## config.mk

```make
export PLATFORM = sky130hd
export DESIGN_NAME = fse_queue
export DESIGN_NICKNAME = d
export VERILOG_FILES = /design/src/hw/rtl/fse_queue.sv
export SDC_FILE = /design/constraint.sdc
export NUM_CORES = 1
export LEC_CHECK = 0
export BUFFER_PORTS_ARGS = -buffer_cell sky130_fd_sc_hd__buf_2
export CORE_MARGIN = 2
export CORE_UTILIZATION = 59
export DETAILED_ROUTE_END_ITERATION = 10
export HOLD_SLACK_MARGIN = 0.06
export PLACE_DENSITY = 0.77
export SYNTH_ARGS = -nofsm -noshare
export SYNTH_HDL_FRONTEND = slang
export SYNTH_SLANG_ARGS = --single-unit
```

## constraint.sdc

```tcl
create_clock -name clock -period 6.19 [get_ports clock]
set_input_delay 1.238 -clock clock [delete_from_list [all_inputs] [get_ports clock]]
set_output_delay 1.238 -clock clock [all_outputs]
set_load 0.01 [all_outputs]
```

## src/hw/rtl/fse_queue.sv

```systemverilog
// Small FIFO between the front and back parts of the evaluator.
// Depends on nothing but its parameters.
module fse_queue #(
   parameter int WIDTH = 8,
   parameter int DEPTH = 4
) (
   input  logic             clock,
   input  logic             reset,
   input  logic             push_valid,
   output logic             push_ready,
   input  logic [WIDTH-1:0] push_data,
   output logic             pop_valid,
   input  logic             pop_ready,
   output logic [WIDTH-1:0] pop_data
);
   localparam int PW = (DEPTH > 1) ? $clog2(DEPTH) : 1;
   localparam int CW = $clog2(DEPTH + 1);

   logic [WIDTH-1:0] mem_ff [DEPTH];
   logic [PW-1:0]    wr_ptr_ff, wr_ptr_in, rd_ptr_ff, rd_ptr_in;
   logic [CW-1:0]    count_ff, count_in;
   logic             push, pop;

   assign push_ready = (count_ff != CW'(DEPTH));
   assign pop_valid  = (count_ff != '0);
   assign pop_data   = mem_ff[rd_ptr_ff];
   assign push       = push_valid && push_ready;
   assign pop        = pop_valid && pop_ready;

   // pointer and fill count update
   always_comb begin
      wr_ptr_in = wr_ptr_ff;
      rd_ptr_in = rd_ptr_ff;
      count_in  = count_ff;
      if (push) begin
         wr_ptr_in = (wr_ptr_ff == PW'(DEPTH - 1)) ? '0 : wr_ptr_ff + 1'b1;
      end
      if (pop) begin
         rd_ptr_in = (rd_ptr_ff == PW'(DEPTH - 1)) ? '0 : rd_ptr_ff + 1'b1;
      end
      if (push && !pop) begin
         count_in = count_ff + 1'b1;
      end else if (pop && !push) begin
         count_in = count_ff - 1'b1;
      end
   end

   always_ff @(posedge clock) begin
      if (reset) begin
         wr_ptr_ff <= '0;
         rd_ptr_ff <= '0;
         count_ff  <= '0;
      end else begin
         wr_ptr_ff <= wr_ptr_in;
         rd_ptr_ff <= rd_ptr_in;
         count_ff  <= count_in;
      end
   end

   // storage
   always_ff @(posedge clock) begin
      if (push) begin
         mem_ff[wr_ptr_ff] <= push_data;
      end
   end
endmodule

```

-- Word level (Yosys, flattened, before mapping)
Memories as Yosys holds them, arrays and structs flattened. A register that Yosys moved wholly into a read port is not among the register bits.
Index checks and enable logic that the tools add are counted.
- flip-flop bits (word level): 7
- memory bits (writable): 32
- bits of input ports: 12
- output and inout bits: 10
- logic and storage cells: 27
- memories: 1
- memory list (name ; words ; bits a word ; rd ports ; clocked after memory_dff ; write ports ; line ; RTL):
    mem_ff ; 4 ; 8 ; 1 ; 1 ; 1 ; 19 ; logic [WIDTH-1:0] mem_ff [DEPTH];
- $add $sub $neg: 4
- equal/unequal tests: 3
- muxes and demuxes: 8
- reduce and logical (&&, ||, !) cells: 8
- operator list (cell ; count):
    $mux 2 ; 4
    $mux 3 ; 2
    $add 2x1->2 const B ; 2
    $eq 2x2->1 const B ; 2
    $logic_and 1x1->1 ; 4
    $add 3x1->3 const B ; 1
    $ne 3x3->1 const B ; 1
    $reduce_bool 3->1 ; 1
    $sub 3x1->3 const B ; 1
    $logic_not 1->1 ; 2
    $mux 1 ; 2
    $reduce_bool 2->1 ; 1

-- Logic depth before layout (Yosys ltp)
Gate-level depths: netlist of run 1.
- depth in word-level cells: 6
- depth in mapped cells: 9

-- Least setup slack after synthesis of run 1
OpenSTA, ideal clock, no wires.
- kind: input -> register
- start: input port pop_ready
- end: register count_ff[2]
- setup time: 0.070 ns
- data arrival time: 2.691 ns
- data required time: 6.120 ns
- setup slack: 3.428 ns
- stages: 7
- path buffers: 0
- cells stage by stage: o31ai_1 > ha_1 > inv_1 > fa_1 > xor2_1 > or3_2 > a21oi_1
- longest elaborated chain between the ends: 4
- RTL lines (what ; line ; RTL):
    start, declared ; 13 ; input logic pop_ready,
    $logic_and 1x1->1 (*) ; 28 ; assign pop = pop_valid && pop_ready;
    $logic_not 1->1 ; 41 ; if (push && !pop) begin
    $logic_and 1x1->1 ; 41 ;
    $mux 3 or $reduce_bool 2->1 (tied branches) ; - ;
    end signal, assigned ; 56 ; count_ff <= count_in;
    end, declared ; 21 ; logic [CW-1:0] count_ff, count_in;
Mark *: on every way between the ends. The rest lies on a longest branch, timed or not.
A chain may end at the register's enable or synchronous reset.

==> reports/results.tsv, run 1 <==
stage	metric	value	unit
timing	RSZ-0062 raised after global routing	false	
timing	Hold Vio Cnt, Final	0	
setup_path	critical path launch point type	register	
die	Starting Density	60.8	%
setup_path	crit-path max FO	8	
global_route	Global Route met2 Usage	29.2	%
yosys	Post-synth ARST share	0	%
cells_and_area	Ant. Diodes	0	
setup_path	Crit path max-delay family	flip-flops	
run	max-cap viol count	0	
global_route	GR Layer Usage met3	6.91	%
yosys	Synth Register Bits	41	
setup_path	critical path type	register to output port	
setup_path	CP Data Arrival Time	1.76	ns
hold_path	worst hold-check path type	register to register	
routing	1st-iter DRT viols	16	
clock_network	Worst-path clk slew	0.11	ns
timing	worst-margin pin slew	0.592	ns
clock_network	post-cts resize count	0	
yosys	top cells by area, synth	edfxtp_1 (59%), dfxtp_1 (11%), mux4_2 (11%)	
clock_network	total CTS buffers	5	
clock_network	Clk Latency, worst-skew pair	0.34	ns
cells_and_area	Synth-to-Final Area Change	11.3	%
timing	final max-slew violation count	0	
setup_path	Critical Path RT	4.95	ns
die	Die Ht	56.6	um
power_and_ir_drop	Flop pwr share	53.7	%
yosys	syn_area_per_cell	18.2	um^2
global_route	Top Usage Layer GRT	met2	
setup_path	r2r worst-path depth	7	
timing	Final period util	48.4	%
clock_network	clk root buf	clkbuf_4	
die	Die X	56.6	um
timing	Final Setup Violations	0	
timing	Sum Neg Setup Slack	0	ns
clock_network	CTS tree	yes	
power_and_ir_drop	power density over the cells	382	nW/um^2
die	Ports	22	
power_and_ir_drop	peak supply drop	0.261	mV
placement	PortBufs	21	
run_status	status	completed	
setup_path	CP Capture Type	output port	
clock_network	Num Clock Sinks	41	
global_route	Overflow after GRT	0	
setup_path	Stages on worst setup path	2	
routing	vias	824	
routing	ANT nets after route	0	
power_and_ir_drop	sw frac	29.0	%
yosys	Ys Warns	0	
die	num rows	19	
clock_network	post-CTS setup buffer count	0	
yosys	syn nets	109	
die	Die ar.	3210	um^2
clock_network	H-tree levels	2	
power_and_ir_drop	sw power	0.201	mW
routing	DR vias/cell	5.64	
yosys	number of synthesized flops with an enable pin	32	
clock_network	Hold Buf Count CTS	0	
timing	Slew headroom	60.2	%
cells_and_area	net count reported at finish	133	
timing	Worst Skew	0.00882	ns
timing	Tmin final	3.00	ns
global_route	met1 usage	19.0	%
yosys	Synth area leader	edfxtp_1	
yosys	Unique masters post-synth	26	
routing	final wirelength	2380	um
setup_path	r2r setup slk	3.75	ns
routing	DR DRC count	0	
cells_and_area	share of cells above drive strength 1	37.4	%
global_route	largest net degree at the start of global routing	13	
global_route	initial antenna violation count	0	
placement	DP Wirelength	1660	um
setup_path	largest stage delay on the critical path	0.69	ns
yosys	Yosys top cell area share	58.8	%
setup_path	CP Capture Point	pop_data[2]	
global_route	Total Routing Usage GR	17.0	%
clock_network	Longest Clk Path Bufs	2	
power_and_ir_drop	Clk pwr share	19.2	%
global_route	number of global-route vias before repair	831	
power_and_ir_drop	Leak	0.676	nW
placement	RD Place Congestion	0.744	
global_route	global-route wire length before repair	3910	um
cells_and_area	Layout Utilization	67.7	%
setup_path	worst reg2reg startpoint	count_ff[0]$_SDFFE_PP0P_	
setup_path	R2R Path End	count_ff[2]$_SDFFE_PP0P_	
yosys	synthesized instance count	90	
routing	drt first pass iters	2	
routing	routed len/inst	16.3	um
setup_path	Critical Path Slowest Stage Cell	dfxtp_1	
setup_path	Worst Path Buf+Inv	1	
power_and_ir_drop	Int Pwr	0.493	mW
yosys	sequential share of the synthesized area	69.8	%
die	Core Footprint	2690	um^2
setup_path	crit path cell chain	mux4_2 > buf_2	
power_and_ir_drop	total power	0.694	mW
power_and_ir_drop	Comb power frac	27.1	%
timing	fmax	334	MHz
yosys	ys flop type	edfxtp_1	
yosys	Mapped Area	1630	um^2
-- worst register-to-register path, stage by stage, from the launching register on --
cell,delay [ns]
dfxtp_1,0.38
o31ai_1,0.55
ha_1,0.30
inv_1,0.06
fa_1,0.37
xor2_1,0.15
or3_2,0.40
a21oi_1,0.16
-- state kept, by name (all words and copies together) (netlist names), named ones only --
name	flops
mem_ff	32
rd_ptr_ff	2
wr_ptr_ff	2
count_ff	3
-- cells in the mapped netlist, types with 2 or more instances --
master / n
edfxtp_1: 32
dfxtp_1: 9
mux4_2: 8
ha_1: 6
and3_2: 4
inv_1: 3
mux2i_1: 3
nor2_1: 3
a21oi_1: 2
nand2b_1: 2
or3_2: 2
xor2_1: 2
-- cell usage in the layout (no fill, tap or decap), drive strengths merged, types with 2 or more instances in the layout --
cell	instances
a21oi	2
and3	4
buf	21
clkbuf	8
dfxtp	9
edfxtp	32
ha	6
inv	3
mux2i	3
mux4	8
nand2b	2
nor2	3
o31ai	2
or3	3
xor2	2
-- metal layers --
metal	vias to the layer above	part of all wire [%]
met5	-	0
met2	21	54
met4	0	1.7
met1	403	38
li1	394	-
met3	6	5.7
-- power groups by stage --
stage                     Sequential (mW)  Clock (mW)  Combinational, mW
after CTS                           0.375       0.138              0.192
final                               0.373       0.133              0.188
after detailed placement            0.381           0              0.190
after floorplan                     0.360           0              0.151
after global routing                0.379       0.149              0.207
after global placement              0.377           0              0.185
-- kinds of logic after synthesis --
logic type	after synthesis	synth area share [%]
flops	41	69.8
simple gates	17	6.51
mux	11	12.9
buf+inv	7	1.76
fa+ha+maj	7	5.82
compound gates	5	2.14
xor+xnor	2	1.07
-- final cells by class --
class,count,area (um^2)
Multi-Input combinational cell,42,464
Fill cell,184,867
Sequential cell,41,1140
Tap cell,31,38.8
Timing Repair Buffer,21,105
Clock buffer,8,58.8
Inverter,3,11.3
-- stage by stage --
| stage | setup slack, ns | std cells | hold slack, ns | area, um^2 |
|---|---|---|---|---|
| 4_1_cts | 3.12 | 146 | 0.508 | 1820 |
| 6_report | 3.19 | 146 | 0.515 | 1820 |
| 3_3_place_gp | 3.28 | 138 | 0.478 | 1760 |
| 2_1_floorplan | 3.43 | 90 | 0.463 | 1630 |
| 3_5_place_dp | 3.17 | 138 | 0.491 | 1760 |
| 5_1_grt | 3.05 | 146 | 0.532 | 1820 |
-- how the worst min path moves through the flow --
| stage | from | end | slack, ns | cells past startpoint |
|---|---|---|---|---|
| after detailed placement | rd_ptr_ff[0]$_SDFFE_PP0P_ | register | 0.49 | 2 |
| after CTS | rd_ptr_ff[0]$_SDFFE_PP0P_ | rd_ptr_ff[0]$_SDFFE_PP0P_ | 0.51 | 2 |
| after floorplan | rd_ptr_ff[0]$_SDFFE_PP0P_ | register | 0.46 | 2 |
| after global placement | rd_ptr_ff[0]$_SDFFE_PP0P_ | rd_ptr_ff[0]$_SDFFE_PP0P_ | 0.48 | 2 |
| final | rd_ptr_ff[0]$_SDFFE_PP0P_ | rd_ptr_ff[0]$_SDFFE_PP0P_ | 0.52 | 2 |
| after global routing | rd_ptr_ff[0]$_SDFFE_PP0P_ | rd_ptr_ff[0]$_SDFFE_PP0P_ | 0.53 | 2 |
No activity file was read; power rests on OpenSTA's default activity.
==> inputs of run 2 (changes only) <==
- CORE_UTILIZATION: 59 -> 50
- PLACE_DENSITY: 0.77 -> 0.7
- clock period: 6.19 -> 2.5 ns (I/O delays scaled with it)
==> run 2 against run 1 <==
Effect of this change:
- cell count rose by 8.9%
- die area up 17%
- hold slack lost 0.15 ns
- clock power grew 130%
- combinational power grew to 2.5 times the previous value
- critical path depth is 6 higher
- sequential cell count unchanged
- global-route usage decreased by 1.7 points
==> reports/results.tsv, run 2 (synthesized netlist as in run 1, its figures left out) <==
stage	metric	value	unit	change
run_status	status	completed		
timing	Slew headroom	62.8	%	+2.6 points
cells_and_area	number of flip-flops in the largest register	32		unchanged
timing	Final period util	93.7	%	
setup_path	Worst Path Buf+Inv	1		unchanged
power_and_ir_drop	Comb power frac	27.8	%	+0.7 points
die	Core Footprint	3080	um^2	+15%
setup_path	Critical Path RT	2.78	ns	-2.17 ns
clock_network	total CTS buffers	5		unchanged
setup_path	crit path cell chain	or3b_1 > and2_4 > ha_1 > inv_1 > fa_1 > xor2_1 > or3_2 > a21oi_1		
routing	drt first pass iters	4		+2
routing	1st-iter DRT viols	27		+11
clock_network	Num Clock Sinks	41		unchanged
routing	final wirelength	2390	um	+0.42%
timing	fmax	427	MHz	
setup_path	CP Data Arrival Time	2.62	ns	+0.86 ns
timing	Worst Skew	0.0126	ns	+0.00378 ns
placement	pre-CTS WS	0.130	ns	-3.04 ns
setup_path	critical path type	register to register		
placement	RD Place Congestion	0.765		+2.8%
timing	Tmin final	2.34	ns	
timing	final worst slack	0.158	ns	-3.03 ns
placement	DP Wirelength	1650	um	-0.76%
power_and_ir_drop	Flop pwr share	54.4	%	+0.7 points
die	Ports	22		unchanged
routing	ANT nets after route	0		unchanged
global_route	Total Routing Usage GR	15.3	%	-1.7 points
power_and_ir_drop	Leak	0.675	nW	-0.17%
run	max-cap viol count	0		unchanged
cells_and_area	commonest non-fill, non-tap cell in the layout	edfxtp_1		
clock_network	CTS tree	yes		
die	Die ar.	3740	um^2	+17%
power_and_ir_drop	Clk pwr share	17.8	%	-1.4 points
cells_and_area	share of cells above drive strength 1	39.1	%	+1.7 points
timing	RSZ-0062 raised after global routing	false		
clock_network	Longest Clk Path Bufs	2		unchanged
die	Die Ht	61.2	um	+8.0%
cells_and_area	Largest regs	mem_ff x32, count_ff x3		
cells_and_area	most frequent cells in the layout	edfxtp_1 (32), buf_2 (21), dfxtp_1 (9), mux4_2 (8), ha_1 (6)		
setup_path	crit-path max FO	7		-1
clock_network	post-CTS setup buffer count	0		unchanged
power_and_ir_drop	sw frac	29.8	%	+0.89 points
setup_path	Critical Path Slowest Stage Cell	dfxtp_1		
timing	Sum Neg Setup Slack	0	ns	unchanged
clock_network	H-tree levels	2		unchanged
timing	final max-slew violation count	0		unchanged
setup_path	critical path launch point type	register		
timing	Hold Vio Cnt, Final	0		unchanged
power_and_ir_drop	peak supply drop	0.812	mV	+210%
cells_and_area	Synth-to-Final Area Change	12.2	%	
die	Die X	61.2	um	+8.0%
cells_and_area	net count reported at finish	133		unchanged
cells_and_area	Ant. Diodes	0		unchanged
global_route	largest net degree at the start of global routing	13		unchanged
timing	worst-margin pin slew	0.557	ns	-0.0354 ns
global_route	global-route wire length before repair	3830	um	-2.1%
clock_network	Worst-path clk slew	0.12	ns	about the same
routing	vias	826		+0.24%
setup_path	CP Capture Type	register		
global_route	Overflow after GRT	0		unchanged
timing	worst hold margin	0.370	ns	-0.145 ns
routing	DR vias/cell	5.19		-8.0%
power_and_ir_drop	sw power	0.507	mW	+150%
cells_and_area	largest reg by FF count	mem_ff		
global_route	number of global-route vias before repair	836		+0.60%
die	num rows	20		+1
timing	Final Setup Violations	0		unchanged
placement	PortBufs	21		unchanged
setup_path	Crit path max-delay family	simple AND/OR/NAND/NOR gates		
routing	routed len/inst	15.0	um	-7.8%
die	Starting Density	53.1	%	-7.7 points
clock_network	Clk Latency, worst-skew pair	0.34	ns	about the same
power_and_ir_drop	power density over the cells	927	nW/um^2	+140%
power_and_ir_drop	Int Pwr	1.19	mW	+140%
clock_network	clk root buf	clkbuf_4		
hold_path	worst hold-check path type	primary input to register		
setup_path	largest stage delay on the critical path	0.46	ns	-0.23 ns
global_route	initial antenna violation count	0		unchanged
routing	DR DRC count	0		unchanged
cells_and_area	Layout Utilization	59.6	%	-8.2 points
-- run 2: cell types whose count changed in the layout (fill, tap and decap cells not counted), sizes merged --
cell and delta:
clkinv +2, clkbuf -2
-- run 2: worst reg2reg max path, cell delays in order, from the launching register on --
cell and delay [ns]:
dfxtp_1 0.46, or3b_1 0.26, and2_4 0.21, ha_1 0.19, inv_1 0.07, fa_1 0.37
xor2_1 0.15, or3_2 0.42, a21oi_1 0.16
-- run 2: cell type report --
type | instances | area [um^2]
inverters | 3 | 11.3
repair buffers | 21 | 105
flip-flops and latches | 41 | 1140
well taps | 44 | 55.1
clock inverters | 2 | 10.0
fillers | 252 | 1240
clock buffers | 6 | 41.3
multi-input cells | 42 | 469
-- run 2: final timing paths --
| check | startpoint | endpoint | slack, ns | cells past startpoint |
|---|---|---|---|---|
| min | push_data[0] | mem_ff[2][0]$_DFFE_PP_ | 0.37 | 1 |
| min reg2reg | rd_ptr_ff[0]$_SDFFE_PP0P_ | register | 0.51 | 2 |
| max | count_ff[0]$_SDFFE_PP0P_ | count_ff[2]$_SDFFE_PP0P_ | 0.16 | 8 |
| max reg2reg | count_ff[0]$_SDFFE_PP0P_ | count_ff[2]$_SDFFE_PP0P_ | 0.16 | 8 |
-- run 2: power groups by stage --
stage | registers [mW] | logic [mW] | clock network [mW]
floorplan | 0.892 | 0.375 | 0
global placement | 0.931 | 0.458 | 0
detailed placement | 0.939 | 0.470 | 0
CTS | 0.924 | 0.474 | 0.315
global route | 0.943 | 0.528 | 0.345
finish | 0.924 | 0.473 | 0.302
-- run 2: metrics by stage --
| step | cell area, um^2 | total power, mW | cells |
|---|---|---|---|
| 2_1_floorplan | 1630 | 1.27 | 90 |
| 5_1_grt | 1830 | 1.82 | 159 |
| 6_report | 1830 | 1.70 | 159 |
| 3_5_place_dp | 1780 | 1.41 | 151 |
| 3_3_place_gp | 1780 | 1.39 | 151 |
| 4_1_cts | 1830 | 1.71 | 159 |
-- run 2: routing by layer --
layer	wire length [um]	GRT usage, %	vias up
met2	1170	24.0	20
met1	1010	17.8	404
met3	139	6.51	8
li1	-	-	394
met5	0	0	-
met4	67	8.70	0
-- run 2: repair_timing --
item	CTS	global route
setup endpoints to repair	0	1
hold buffers	0	0
gates resized for setup	0	1
hold endpoints to repair	0	0
