`src/hw/rtl/fse_pkg.sv`:
```
// Shared constants and helpers for the Fourier series evaluator.
// Depends on nothing; every other file of the block but fse_queue uses it.
package fse_pkg;

   localparam int COEF_BITS_DEF  = 32;
   localparam int ANGLE_BITS_DEF = 16;
   localparam int QUEUE_DEPTH    = 4;
   localparam int SUM_BITS       = 48;
   localparam int PH_BITS        = 19;
   localparam int FRAC_BITS      = 16;
   localparam int TERMS          = 12;

   // Q2.16 phasor limits and unity
   localparam logic signed [PH_BITS-1:0] PH_ONE = 19'sd65536;
   localparam logic signed [PH_BITS-1:0] PH_MAX = 19'sd131071;
   localparam logic signed [PH_BITS-1:0] PH_MIN = -19'sd131072;

   // pi in Q60 and one in Q62 for the series engine
   localparam logic [63:0] PI_Q60  = 64'h3243_F6A8_885A_308D;
   localparam logic [63:0] ONE_Q62 = 64'h4000_0000_0000_0000;
   localparam logic [63:0] HALF_Q16_IN_Q62 = 64'h0000_2000_0000_0000;

   // reciprocal of a term divisor: floor(x*m / 2^74) is floor(x/d) for any 64-bit x
   // and any d up to 1024
   localparam int RECIP_SHIFT = 74;
   localparam int RECIP_BITS  = 74;

   function automatic logic [RECIP_BITS-1:0] recip(input int d);
      logic [127:0] t;
      t = (128'(1) << RECIP_SHIFT) / 128'(d);
      return RECIP_BITS'(t + 128'(1));
   endfunction

   // term k divides by (2k-1)(2k) for cosine, (2k)(2k+1) for sine; entry zero unused
   localparam logic [RECIP_BITS-1:0] COS_RECIP [TERMS+1] = '{
      '0, recip(2), recip(12), recip(30), recip(56), recip(90), recip(132),
      recip(182), recip(240), recip(306), recip(380), recip(462), recip(552)};
   localparam logic [RECIP_BITS-1:0] SIN_RECIP [TERMS+1] = '{
      '0, recip(6), recip(20), recip(42), recip(72), recip(110), recip(156),
      recip(210), recip(272), recip(342), recip(420), recip(506), recip(600)};

endpackage

```
`src/hw/rtl/fse_req_if.sv`:
```
// Input channel of the evaluator: valid/ready plus one coefficient pair.
// Depends on fse_pkg for default widths.
interface fse_req_if #(
   parameter int COEF_BITS  = fse_pkg::COEF_BITS_DEF,
   parameter int ANGLE_BITS = fse_pkg::ANGLE_BITS_DEF
) ();
   logic                        valid;
   logic                        ready;
   logic [ANGLE_BITS-1:0]       angle;
   logic signed [COEF_BITS-1:0] coef_cos;
   logic signed [COEF_BITS-1:0] coef_sin;
   logic                        first_pair;
   logic                        last_pair;

   modport source (output valid, angle, coef_cos, coef_sin, first_pair, last_pair,
                   input ready);
   modport sink   (input valid, angle, coef_cos, coef_sin, first_pair, last_pair,
                   output ready);
endinterface

```
`src/hw/rtl/fse_front.sv`:
```
// Front part: takes input beats, and on a start beat works out the rotation step
// (cosine and sine of the angle) with a shared multiplier; term divisions use reciprocals.
// Depends on fse_pkg and fse_req_if.
module fse_front #(
   parameter int COEF_BITS  = fse_pkg::COEF_BITS_DEF,
   parameter int ANGLE_BITS = fse_pkg::ANGLE_BITS_DEF
) (
   input  logic                                 clock,
   input  logic                                 reset,
   fse_req_if.sink                              req,
   output logic                                 push_valid,
   input  logic                                 push_ready,
   output logic [COEF_BITS-1:0]                 push_coef_cos,
   output logic [COEF_BITS-1:0]                 push_coef_sin,
   output logic                                 push_first,
   output logic                                 push_last,
   output logic signed [fse_pkg::PH_BITS-1:0]   push_step_cos,
   output logic signed [fse_pkg::PH_BITS-1:0]   push_step_sin
);
   localparam int NW = ANGLE_BITS - 2;
   localparam int PB = fse_pkg::PH_BITS;
   localparam int RB = fse_pkg::RECIP_BITS;

   localparam logic [2:0] ST_IDLE = 3'd0;
   localparam logic [2:0] ST_X    = 3'd1;
   localparam logic [2:0] ST_X2   = 3'd2;
   localparam logic [2:0] ST_TCM  = 3'd3;
   localparam logic [2:0] ST_TCD  = 3'd4;
   localparam logic [2:0] ST_TSM  = 3'd5;
   localparam logic [2:0] ST_TSD  = 3'd6;
   localparam logic [2:0] ST_DONE = 3'd7;

   logic [2:0]           state_ff, state_in;
   logic [2:0]           cnt_ff, cnt_in;
   logic [3:0]           k_ff, k_in;
   logic [NW-1:0]        n_ff, n_in;
   logic [1:0]           quad_ff, quad_in;
   logic                 swap_ff, swap_in;
   logic [COEF_BITS-1:0] coef_c_ff, coef_c_in, coef_s_ff, coef_s_in;
   logic                 last_ff, last_in;
   logic [159:0]         acc_ff, acc_in;
   logic [63:0]          x2_ff, x2_in, tc_ff, tc_in, ts_ff, ts_in;
   logic [63:0]          sc_ff, sc_in, ss_ff, ss_in, quo_ff, quo_in;

   logic                 accept;
   logic [NW-1:0]        r_part, half_q;
   logic [NW:0]          q_size;
   logic [63:0]          mul_a, mul_b;
   logic [31:0]          a_half, b_half;
   logic [63:0]          pp;
   logic [1:0]           word_sh;
   logic [159:0]         pp_sh, acc_sum;
   logic [63:0]          prod_q62, quot;
   logic [RB-1:0]        recip_m;
   logic [63:0]          rnd_c, rnd_s;
   logic [16:0]          c_mag, s_mag;
   logic signed [PB-1:0] c_pos, s_pos;

   // octant reduction of the incoming angle
   assign r_part = req.angle[NW-1:0];
   assign half_q = NW'(1) << (NW - 1);
   assign q_size = (NW + 1)'(1) << NW;

   assign req.ready = (state_ff == ST_IDLE) && push_ready;
   assign accept    = req.valid && req.ready;

   // reciprocal of the divisor of the current term
   assign recip_m = (state_ff == ST_TSD) ? fse_pkg::SIN_RECIP[k_ff] : fse_pkg::COS_RECIP[k_ff];

   // 64x64 or 64x74 multiply, one 32x32 partial product a cycle
   always_comb begin
      case (state_ff)
         ST_X: begin
            mul_a = 64'(n_ff);
            mul_b = fse_pkg::PI_Q60;
         end
         ST_X2: begin
            mul_a = ts_ff;
            mul_b = ts_ff;
         end
         ST_TCM: begin
            mul_a = tc_ff;
            mul_b = x2_ff;
         end
         ST_TCD, ST_TSD: begin
            mul_a = quo_ff;
            mul_b = recip_m[63:0];
         end
         default: begin
            mul_a = ts_ff;
            mul_b = x2_ff;
         end
      endcase
   end

   assign a_half = cnt_ff[0] ? mul_a[63:32] : mul_a[31:0];

   always_comb begin
      case (cnt_ff[2:1])
         2'd0:    b_half = mul_b[31:0];
         2'd1:    b_half = mul_b[63:32];
         default: b_half = 32'(recip_m[RB-1:64]);
      endcase
   end

   assign pp      = 64'(a_half) * 64'(b_half);
   assign word_sh = 2'(cnt_ff[0]) + cnt_ff[2:1];

   always_comb begin
      case (word_sh)
         2'd0:    pp_sh = {96'd0, pp};
         2'd1:    pp_sh = {64'd0, pp, 32'd0};
         2'd2:    pp_sh = {32'd0, pp, 64'd0};
         default: pp_sh = {pp, 96'd0};
      endcase
   end

   assign acc_sum  = acc_ff + pp_sh;
   assign prod_q62 = acc_sum[62 +: 64];
   assign quot     = acc_sum[fse_pkg::RECIP_SHIFT +: 64];

   // round to Q2.16 and fold back to the quadrant
   assign rnd_c = sc_ff + fse_pkg::HALF_Q16_IN_Q62;
   assign rnd_s = ss_ff + fse_pkg::HALF_Q16_IN_Q62;
   assign c_mag = swap_ff ? rnd_s[62:46] : rnd_c[62:46];
   assign s_mag = swap_ff ? rnd_c[62:46] : rnd_s[62:46];
   assign c_pos = PB'(c_mag);
   assign s_pos = PB'(s_mag);

   always_comb begin
      case (quad_ff)
         2'd0: begin
            push_step_cos = c_pos;
            push_step_sin = s_pos;
         end
         2'd1: begin
            push_step_cos = -s_pos;
            push_step_sin = c_pos;
         end
         2'd2: begin
            push_step_cos = -c_pos;
            push_step_sin = -s_pos;
         end
         default: begin
            push_step_cos = s_pos;
            push_step_sin = -c_pos;
         end
      endcase
   end

   // beats to the queue: plain beats pass straight through, start beats after the step
   always_comb begin
      if (state_ff == ST_DONE) begin
         push_valid    = 1'b1;
         push_coef_cos = coef_c_ff;
         push_coef_sin = coef_s_ff;
         push_first    = 1'b1;
         push_last     = last_ff;
      end else begin
         push_valid    = (state_ff == ST_IDLE) && req.valid && !req.first_pair;
         push_coef_cos = req.coef_cos;
         push_coef_sin = req.coef_sin;
         push_first    = 1'b0;
         push_last     = req.last_pair;
      end
   end

   // series sequencer
   always_comb begin
      state_in  = state_ff;
      cnt_in    = cnt_ff;
      k_in      = k_ff;
      n_in      = n_ff;
      quad_in   = quad_ff;
      swap_in   = swap_ff;
      coef_c_in = coef_c_ff;
      coef_s_in = coef_s_ff;
      last_in   = last_ff;
      acc_in    = acc_ff;
      x2_in     = x2_ff;
      tc_in     = tc_ff;
      ts_in     = ts_ff;
      sc_in     = sc_ff;
      ss_in     = ss_ff;
      quo_in    = quo_ff;
      unique case (state_ff)
         ST_IDLE: begin
            if (accept && req.first_pair) begin
               coef_c_in = req.coef_cos;
               coef_s_in = req.coef_sin;
               last_in   = req.last_pair;
               quad_in   = req.angle[ANGLE_BITS-1 -: 2];
               swap_in   = (r_part > half_q);
               n_in      = (r_part > half_q) ? NW'(q_size - (NW + 1)'(r_part)) : r_part;
               acc_in    = '0;
               cnt_in    = '0;
               state_in  = ST_X;
            end
         end
         ST_X, ST_X2, ST_TCM, ST_TSM: begin
            acc_in = acc_sum;
            cnt_in = cnt_ff + 1'b1;
            if (cnt_ff[1:0] == 2'd3) begin
               acc_in = '0;
               cnt_in = '0;
               case (state_ff)
                  ST_X: begin
                     ts_in    = acc_sum[ANGLE_BITS-3 +: 64];
                     ss_in    = acc_sum[ANGLE_BITS-3 +: 64];
                     tc_in    = fse_pkg::ONE_Q62;
                     sc_in    = fse_pkg::ONE_Q62;
                     state_in = ST_X2;
                  end
                  ST_X2: begin
                     x2_in    = prod_q62;
                     k_in     = 4'd1;
                     state_in = ST_TCM;
                  end
                  ST_TCM: begin
                     quo_in   = prod_q62;
                     state_in = ST_TCD;
                  end
                  default: begin
                     quo_in   = prod_q62;
                     state_in = ST_TSD;
                  end
               endcase
            end
         end
         // division by the term constant: six partial products with its reciprocal
         ST_TCD, ST_TSD: begin
            acc_in = acc_sum;
            cnt_in = cnt_ff + 1'b1;
            if (cnt_ff == 3'd5) begin
               acc_in = '0;
               cnt_in = '0;
               if (state_ff == ST_TCD) begin
                  tc_in    = quot;
                  sc_in    = k_ff[0] ? sc_ff - quot : sc_ff + quot;
                  state_in = ST_TSM;
               end else begin
                  ts_in = quot;
                  ss_in = k_ff[0] ? ss_ff - quot : ss_ff + quot;
                  if (k_ff == 4'(fse_pkg::TERMS)) begin
                     state_in = ST_DONE;
                  end else begin
                     k_in     = k_ff + 1'b1;
                     state_in = ST_TCM;
                  end
               end
            end
         end
         ST_DONE: begin
            if (push_ready) begin
               state_in = ST_IDLE;
            end
         end
         default: state_in = ST_IDLE;
      endcase
   end

   always_ff @(posedge clock) begin
      if (reset) begin
         state_ff <= ST_IDLE;
         cnt_ff   <= '0;
         k_ff     <= '0;
      end else begin
         state_ff <= state_in;
         cnt_ff   <= cnt_in;
         k_ff     <= k_in;
      end
   end

   always_ff @(posedge clock) begin
      n_ff      <= n_in;
      quad_ff   <= quad_in;
      swap_ff   <= swap_in;
      coef_c_ff <= coef_c_in;
      coef_s_ff <= coef_s_in;
      last_ff   <= last_in;
      acc_ff    <= acc_in;
      x2_ff     <= x2_in;
      tc_ff     <= tc_in;
      ts_ff     <= ts_in;
      sc_ff     <= sc_in;
      ss_ff     <= ss_in;
      quo_ff    <= quo_in;
   end
endmodule

```
`src/flat_wrapper.sv`:
```
// flat-port wrapper written by rule: the top's interface ports become plain ports
module fse_front_flat 
#(
   parameter int COEF_BITS  = fse_pkg::COEF_BITS_DEF,
   parameter int ANGLE_BITS = fse_pkg::ANGLE_BITS_DEF
)
  (clock, reset, push_valid, push_ready, push_coef_cos, push_coef_sin, push_first, push_last, push_step_cos, push_step_sin, req_valid, req_angle, req_coef_cos, req_coef_sin, req_first_pair, req_last_pair, req_ready);
  fse_req_if #(.COEF_BITS(COEF_BITS), .ANGLE_BITS(ANGLE_BITS)) req_i ();
  input  logic clock;
  input  logic reset;
  output logic push_valid;
  input  logic push_ready;
  output logic [COEF_BITS-1:0] push_coef_cos;
  output logic [COEF_BITS-1:0] push_coef_sin;
  output logic push_first;
  output logic push_last;
  output logic signed [fse_pkg::PH_BITS-1:0] push_step_cos;
  output logic signed [fse_pkg::PH_BITS-1:0] push_step_sin;
  input wire logic [$bits(req_i.valid)-1:0] req_valid;
  input wire logic [$bits(req_i.angle)-1:0] req_angle;
  input wire logic [$bits(req_i.coef_cos)-1:0] req_coef_cos;
  input wire logic [$bits(req_i.coef_sin)-1:0] req_coef_sin;
  input wire logic [$bits(req_i.first_pair)-1:0] req_first_pair;
  input wire logic [$bits(req_i.last_pair)-1:0] req_last_pair;
  output wire logic [$bits(req_i.ready)-1:0] req_ready;
  assign req_i.valid = req_valid;
  assign req_i.angle = req_angle;
  assign req_i.coef_cos = req_coef_cos;
  assign req_i.coef_sin = req_coef_sin;
  assign req_i.first_pair = req_first_pair;
  assign req_i.last_pair = req_last_pair;
  assign req_ready = req_i.ready;
  fse_front #(.COEF_BITS(COEF_BITS), .ANGLE_BITS(ANGLE_BITS)) u_core (.clock(clock), .reset(reset), .req(req_i), .push_valid(push_valid), .push_ready(push_ready), .push_coef_cos(push_coef_cos), .push_coef_sin(push_coef_sin), .push_first(push_first), .push_last(push_last), .push_step_cos(push_step_cos), .push_step_sin(push_step_sin));
endmodule
```
`config.mk`:
```
export PLATFORM = sky130hd
export DESIGN_NAME = fse_front_flat
export DESIGN_NICKNAME = d
export VERILOG_FILES = /design/src/hw/rtl/fse_pkg.sv /design/src/hw/rtl/fse_req_if.sv /design/src/hw/rtl/fse_front.sv /design/src/flat_wrapper.sv
export SDC_FILE = /design/constraint.sdc
export NUM_CORES = 2
export LEC_CHECK = 0
export ABC_CLOCK_PERIOD_IN_PS = 24600
export BUFFER_PORTS_ARGS = -buffer_cell sky130_fd_sc_hd__buf_2
export CAP_MARGIN = 20
export CORE_MARGIN = 5
export CORE_UTILIZATION = 60
export DETAILED_ROUTE_END_ITERATION = 8
export PLACE_DENSITY_LB_ADDON = 0.3
export SLEW_MARGIN = 10
export SYNTH_ARGS = -nofsm -noshare
export SYNTH_HDL_FRONTEND = slang
export SYNTH_SLANG_ARGS = --single-unit
export TNS_END_PERCENT = 50
```
`constraint.sdc`:
```
create_clock -name clock -period 24.6 [get_ports clock]
set_input_delay 3.69 -clock clock [delete_from_list [all_inputs] [get_ports clock]]
set_output_delay 3.69 -clock clock [all_outputs]
set_load 0.03 [all_outputs]
```
* Word level (Yosys, flattened, before mapping)
Memory sizes are Yosys's and may differ from the RTL's.
Cells that the tools add are included.
** Word-level totals
- Output and inout bits :: 106
- Memory bits (read-only) :: 2368
- Register bits :: 636
- Memories kept :: 2
** Memories
- (no name shown) :: depth 16, width 74, read ports 1, clocked after memory_dff 0, wr ports 0, line fse_front.sv:68 : assign recip_m = (state_ff == ST_TSD) ? fse_pkg::SIN_RECIP[k_ff] : fse_pkg::COS_RECIP[k_ff];
- (no name shown) :: depth 16, width 74, read ports 1, clocked after memory_dff 0, wr ports 0, line fse_front.sv:68
** Cells by class
- Bitwise gates (word level) :: 2
- $lt $le $gt $ge :: 2
- $mul :: 1
- Add/subtract/negate cells :: 13
- Equality and inequality tests :: 24
- Reductions and logical operators :: 23
- Multiplexer cells :: 60
** Operators by type and width (count)
- $pmux 160 s3 :: 2
- $mux 64 :: 14
- $pmux 64 s2 :: 4
- $mux 160 :: 3
- $pmux 64 s3 :: 2
- $mux 74 :: 5
- $add 160x160->160 :: 1
- $add 64x64->64 :: 2
- $sub 64x64->64 :: 2
- $add 63x46->63 const B :: 2
- $pmux 19 s3 :: 2
- $mux 32 :: 3
- $mul 32x32->64 :: 1
- $pmux 32 s2 :: 1
- $neg 17->19 :: 2
- $mux 17 :: 2
- $mux 3 :: 9
- $mux 4 :: 5
- $pmux 3 s3 :: 2
- $eq 3x3->1 const B :: 5
- $gt 14x14->1 const B :: 1
- $mux 14 :: 1
- $sub 1x14->14 const A :: 1
- $pmux 3 s4 :: 1
- 28 further kinds :: 52

* Longest topological paths before layout
- Word-level depth :: 15
- Mapped depth :: 94

* Worst setup path before layout
OpenSTA, ideal clock, no wires.
- Path kind :: register to register
- From :: register u_core.k_ff[0]
- To :: register u_core.sc_ff[39] (data pin)
- Library setup time :: 0.266 ns
- Clock period less this slack :: 19.193 ns
- Arrival :: 18.928 ns
- Setup slack :: 5.407 ns
- Stages on the path, launching flop included :: 83
- Cells stage by stage :: dfxtp_1 > buf_6 > clkbuf_1 > clkinv_1 > clkbuf_1 > ha_1 > nor2b_1 > nand2_1 > o21ai_0 > a22oi_1 > a2111oi_0 > a21oi_1 > o21a_1 > clkbuf_1 > and2_1 > fa_1 > inv_1 > fa_1 > [... 47 more ...] > a31oi_1 > o221a_2 > a2111oi_0 > nor4_1 > o211ai_1 > a31oi_1 > o2111ai_1 > a221oi_1 > nor4_1 > or2_2 > o21ai_1 > maj3_1 > maj3_1 > a21o_1 > maj3_1 > maj3_1 > xnor2_1 > nor2_1
** Between the ends
- Word-level cells in the longest chain between the ends :: 15
- Elaborated cells on any way between the ends :: 19
- Classes of those cells :: 3 x add/sub; 1 x mul; 12 x mux; 1 x bitwise; 2 x memory
** Ends and longest elaborated chain
- from (decl) :: line fse_front.sv:35 : logic [3:0] k_ff, k_in;
- from (signal assigned) :: line fse_front.sv:270 : k_ff <= k_in;
- $not 4->5 (not written as such) :: line fse_front.sv:68
- $mem_v2 16x74
- $mux 74 (not written as such) (2 in a row) :: line fse_front.sv:68
- $mux 74 :: line fse_front.sv:68
- $pmux 64 s3 :: line fse_front.sv:72 : case (state_ff)
- $pmux 32 s2 :: line fse_front.sv:99 : case (cnt_ff[2:1])
- $mul 32x32->64 :: line fse_front.sv:106 : assign pp = 64'(a_half) * 64'(b_half);
- $pmux 160 s3 :: line fse_front.sv:110 : case (word_sh)
- $add 160x160->160 :: line fse_front.sv:118 : assign acc_sum = acc_ff + pp_sh;
- $add 64x64->64 or $sub 64x64->64 (tied branches) :: line fse_front.sv:239 : sc_in = k_ff[0] ? sc_ff - quot : sc_ff + quot;
- $mux 64 (*) :: line fse_front.sv:239
- $mux 64 (*) :: line fse_front.sv:237 : if (state_ff == ST_TCD) begin
- $mux 64 (*) :: line fse_front.sv:234 : if (cnt_ff == 3'd5) begin
- $pmux 64 s2 (*) :: line fse_front.sv:186 : unique case (state_ff)
- to (signal assigned) :: line fse_front.sv:285 : sc_ff <= sc_in;
- to (decl) :: line fse_front.sv:43 : logic [63:0] sc_ff, sc_in, ss_ff, ss_in, quo_ff, quo_in;
Mark *: on every way between the ends. The rest lies on a longest branch, timed or not. The select of a mux whose other input is x is not followed.
A chain may end at the register's enable or synchronous reset.

* Worst setup path in the final report
- From :: register u_core.state_ff[1]
- To :: register u_core.sc_ff[55] (data pin)
** Between the ends
- Word-level cells in the longest chain between the ends :: 12
- Elaborated cells on any way between the ends :: 22
- Classes of those cells :: 3 x add/sub; 1 x mul; 6 x eq/ne; 10 x mux; 2 x reduce/logical
** Ends and longest elaborated chain
- from (decl) :: line fse_front.sv:33 : logic [2:0] state_ff, state_in;
- from (signal assigned) :: line fse_front.sv:268 : state_ff <= state_in;
- $eq 3x3->1, on equally long branches :: line fse_front.sv:68, fse_front.sv:72, fse_front.sv:186
- $mux 74 or $reduce_or 2->1 (tied branches) :: line fse_front.sv:68, fse_front.sv:72, fse_front.sv:186
- $pmux 64 s3 :: line fse_front.sv:72
- $pmux 32 s2 or $mux 32 (tied branches) :: line fse_front.sv:99, fse_front.sv:96
- $mul 32x32->64 :: line fse_front.sv:106
- $pmux 160 s3 :: line fse_front.sv:110
- $add 160x160->160 :: line fse_front.sv:118
- $add 64x64->64 or $sub 64x64->64 (tied branches) :: line fse_front.sv:239
- $mux 64 :: line fse_front.sv:239
- $mux 64 :: line fse_front.sv:237
- $mux 64 :: line fse_front.sv:234
- $pmux 64 s2 (*) :: line fse_front.sv:186
Marks and branches as above.

==> impl_metrics.py <==
metrics = {
    "status": {
        "status": "finished, violations left",
        "violations": "design-rule violations",
    },
    "global_routing": {
        "grt_max_degree": 170,
        "grt_pass1_wl_mm": 509,
        "antenna_found_initial": 41,
        "grt_use_total": 0.481,
        "grt_pass1_vias": 74912,
        "grt-ovfl-total": 0,
    },
    "synthesis": {
        "syn_inst": 9455,
        "ys_async_sr_fraction": 0,
        "syn-num-nets": 10916,
        "syn_avg_cell_area_sq_um": 8.67,
        "synth_area_sq_mm": 0.0820,
        "synth_cell_type_count": 126,
        "synth_flop_cell": "edfxtp_1",
        "ys_seq_area_frac": 0.223,
        "ys_ff_latch": 612,
        "yosysWarnings": 0,
        "synth_edf_count": 602,
    },
    "cts": {
        "clk_pin_slew_ns": 0.07,
        "clockBufferDepth": 3,
        "cts_root_buf": "clkbuf_16",
        "clock_latency_ns": 0.72,
        "hold_buffers": 0,
        "cts_tree": "built",
        "htree_levels": 3,
        "clkSinkCount": 612,
        "cts_buffers": 73,
    },
    "sta": {
        "finalSetupTns_ns": 0,
        "clock.fmax_mhz": 42.8,
        "finalClockSkew_ns": 0.0528,
        "fin_crit_sh": 0.951,
        "period_needed_ns": 23.39,
        "rsz0062_at_grt": "no",
        "report.final.slew_viol_count": 0,
        "whs_ns": 0.573,
        "max_slew_margin": 0.0532,
        "setup_violations": 0,
        "finalHoldViolCount": 0,
        "tightest_slew_ns": 1.41,
    },
    "floorplanning": {
        "initial_core_util": 0.604,
        "core_sq_mm": 0.136,
        "row_count": 135,
        "die_h_um": 380,
        "ios": 192,
        "fp.dieArea_sq_mm": 0.144,
        "die_w_um": 380,
    },
    "setup_path": {
        "critical-path-max-stage-delay_ns": 0.72,
        "arrival_ns": 23.82,
        "ff2ff_path_depth": 82,
        "cp-start-kind": "register",
        "cpMostUsedCell": "fa_1",
        "cp_max_fo": 25,
        "crit_required_ns": 25.03,
        "critical_path_class": "reg2reg",
        "critPathSlowestCell": "a221oi_1",
        "end_kind": "register",
    },
    "drt": {
        "drtPass1Iterations": 9,
        "first_iter_violations": 11763,
        "drtAntennaViolNets": 0,
        "wl_per_cell_um": 31.6,
        "vias": 77706,
        "vias_per_cell": 6.86,
        "drt_wl_total_mm": 358,
        "drc_errors": 8,
    },
    "run": {
        "max-cap-violations": 0,
    },
    "finish": {
        "drive_gt1_frac": 0.0946,
        "final_area_sq_mm": 0.0881,
        "fin_util": 0.650,
        "area_growth_pct": 7.53,
        "nets": 10908,
    },
    "placed_design": {
        "dpl_cell_area_sq_mm": 0.0854,
        "io_buffers": 191,
        "place_congestion": 1.13,
        "dp.final_hpwl_mm": 280,
    },
    "min_path": {
        "holdPathStages": 2,
        "min_path_type": "reg2reg",
    },
}
flip-flops by register name, indices dropped and copies added, names as in the netlist, 2 cells and up:
register	cells
u_core.quo_ff	64
u_core.acc_ff	138
u_core.quad_ff	2
u_core.ts_ff	64
u_core.x2_ff	64
u_core.cnt_ff	3
u_core.coef_s_ff	32
u_core.coef_c_ff	32
u_core.state_ff	3
u_core.k_ff	4
u_core.ss_ff	63
u_core.sc_ff	63
u_core.tc_ff	64
u_core.n_ff	14
synthesized netlist by cell type, types with 18 or more instances:
cell      instances  area [sq um]
maj3_1           53           531
mux2i_1          73           731
a211oi_1         61           458
nor3_1          104           521
edfxtp_1        602         18100
buf_2            59           295
nand2_1        1128          4230
or3_1            27           169
mux2_2          107          1200
o221ai_1         26           228
o211ai_1         43           323
nor2b_1          77           482
o22a_1           19           166
nand4_1         107           669
or2_2            47           294
clkbuf_1        404          1520
a41oi_1          18           158
a31oi_1          78           488
o22ai_1          61           382
o21bai_1         77           578
nor2_1         1212          4550
and2_1          110           688
a221oi_1         56           490
xnor2_1         274          2400
a21o_1           91           683
a21boi_0         21           158
nor4_1           39           244
buf_1            46           173
xor2_1          154          1350
nand3_1         114           571
a21oi_1         557          2790
and4_1           22           193
ha_1            476          5960
nand2b_1        102           638
and3_1           55           344
o21ai_1          38           190
inv_1          1157          4340
o21ai_0         382          1910
fa_1            899         18000
o21a_1           47           353
o31ai_1          39           293
a221o_1          25           250
critical path: cells and delay by family, from the launching register on:
family | cells | cell delay, ns
AOI/OAI and AO/OA | 40 | 10.73
adders and majority gates | 13 | 6.09
and+or+nand+nor | 22 | 4.36
buffers and inverters | 6 | 0.97
xor gates and xnor gates | 1 | 0.55
DFF | 1 | 0.37
final timing paths:
kind	start	endpoint	slack (ns)
worst max-delay path	u_core.state_ff[1]	u_core.sc_ff[55]	1.21
worst min-delay path	u_core.state_ff[0]	u_core.state_ff[0]	0.57
worst max register to register	u_core.state_ff[1]	u_core.sc_ff[55]	1.21
worst min register to register	u_core.state_ff[0]	u_core.state_ff[0]	0.57
logic make-up after synthesis:
logic type	synth area share
simple gates	0.173
compound gates	0.149
buf+inv	0.0793
fa+ha+maj	0.299
flops	0.223
xor+xnor	0.0510
mux	0.0253
per-layer routing:
metal  track usage  share of wire
met4         0.360          0.099
met1         0.584           0.34
met2         0.672           0.40
met3         0.210           0.16
met5        0.0104        0.00062
metrics by stage:
stage	setup slack (ns)	std cells
finish	1.21	11328
global route	0.138	11291
CTS	1.11	11272
detailed placement	1.25	11138
global placement	1.60	11132
floorplan	5.41	9455
cell usage in the layout, fill, tap and decap left out, drive strengths merged, types with 111 or more instances in the layout:
master,instances
o21ai,423
ha,476
xnor2,284
xor2,155
and2,111
inv,1167
edfxtp,602
nand3,114
a21oi,566
nor2,1212
nand2,1130
buf,442
fa,899
what timing repair did:
| item | CTS | global route |
|---|---|---|
| gates resized for setup | 0 | 12 |
| endpoints found under the setup margin | 0 | 20 |
| buffers inserted | 0 | 1 |
layout make-up:
| cell class | instances | area, sq um |
|---|---|---|
| Multi-Input combinational cell | 7151 | 57800 |
| Fill cell | 11293 | 47500 |
| Sequential cell | 612 | 18300 |
| Inverter | 1164 | 4370 |
| Timing Repair Buffer | 445 | 2940 |
| Tap cell | 1781 | 2230 |
| Clock buffer | 79 | 1850 |
| Clock inverter | 55 | 594 |
| Antenna cell | 41 | 103 |
Power is left out: the tool's default activity adds up to more than one toggle a clock period on the data nets, which glitch-free logic cannot reach.
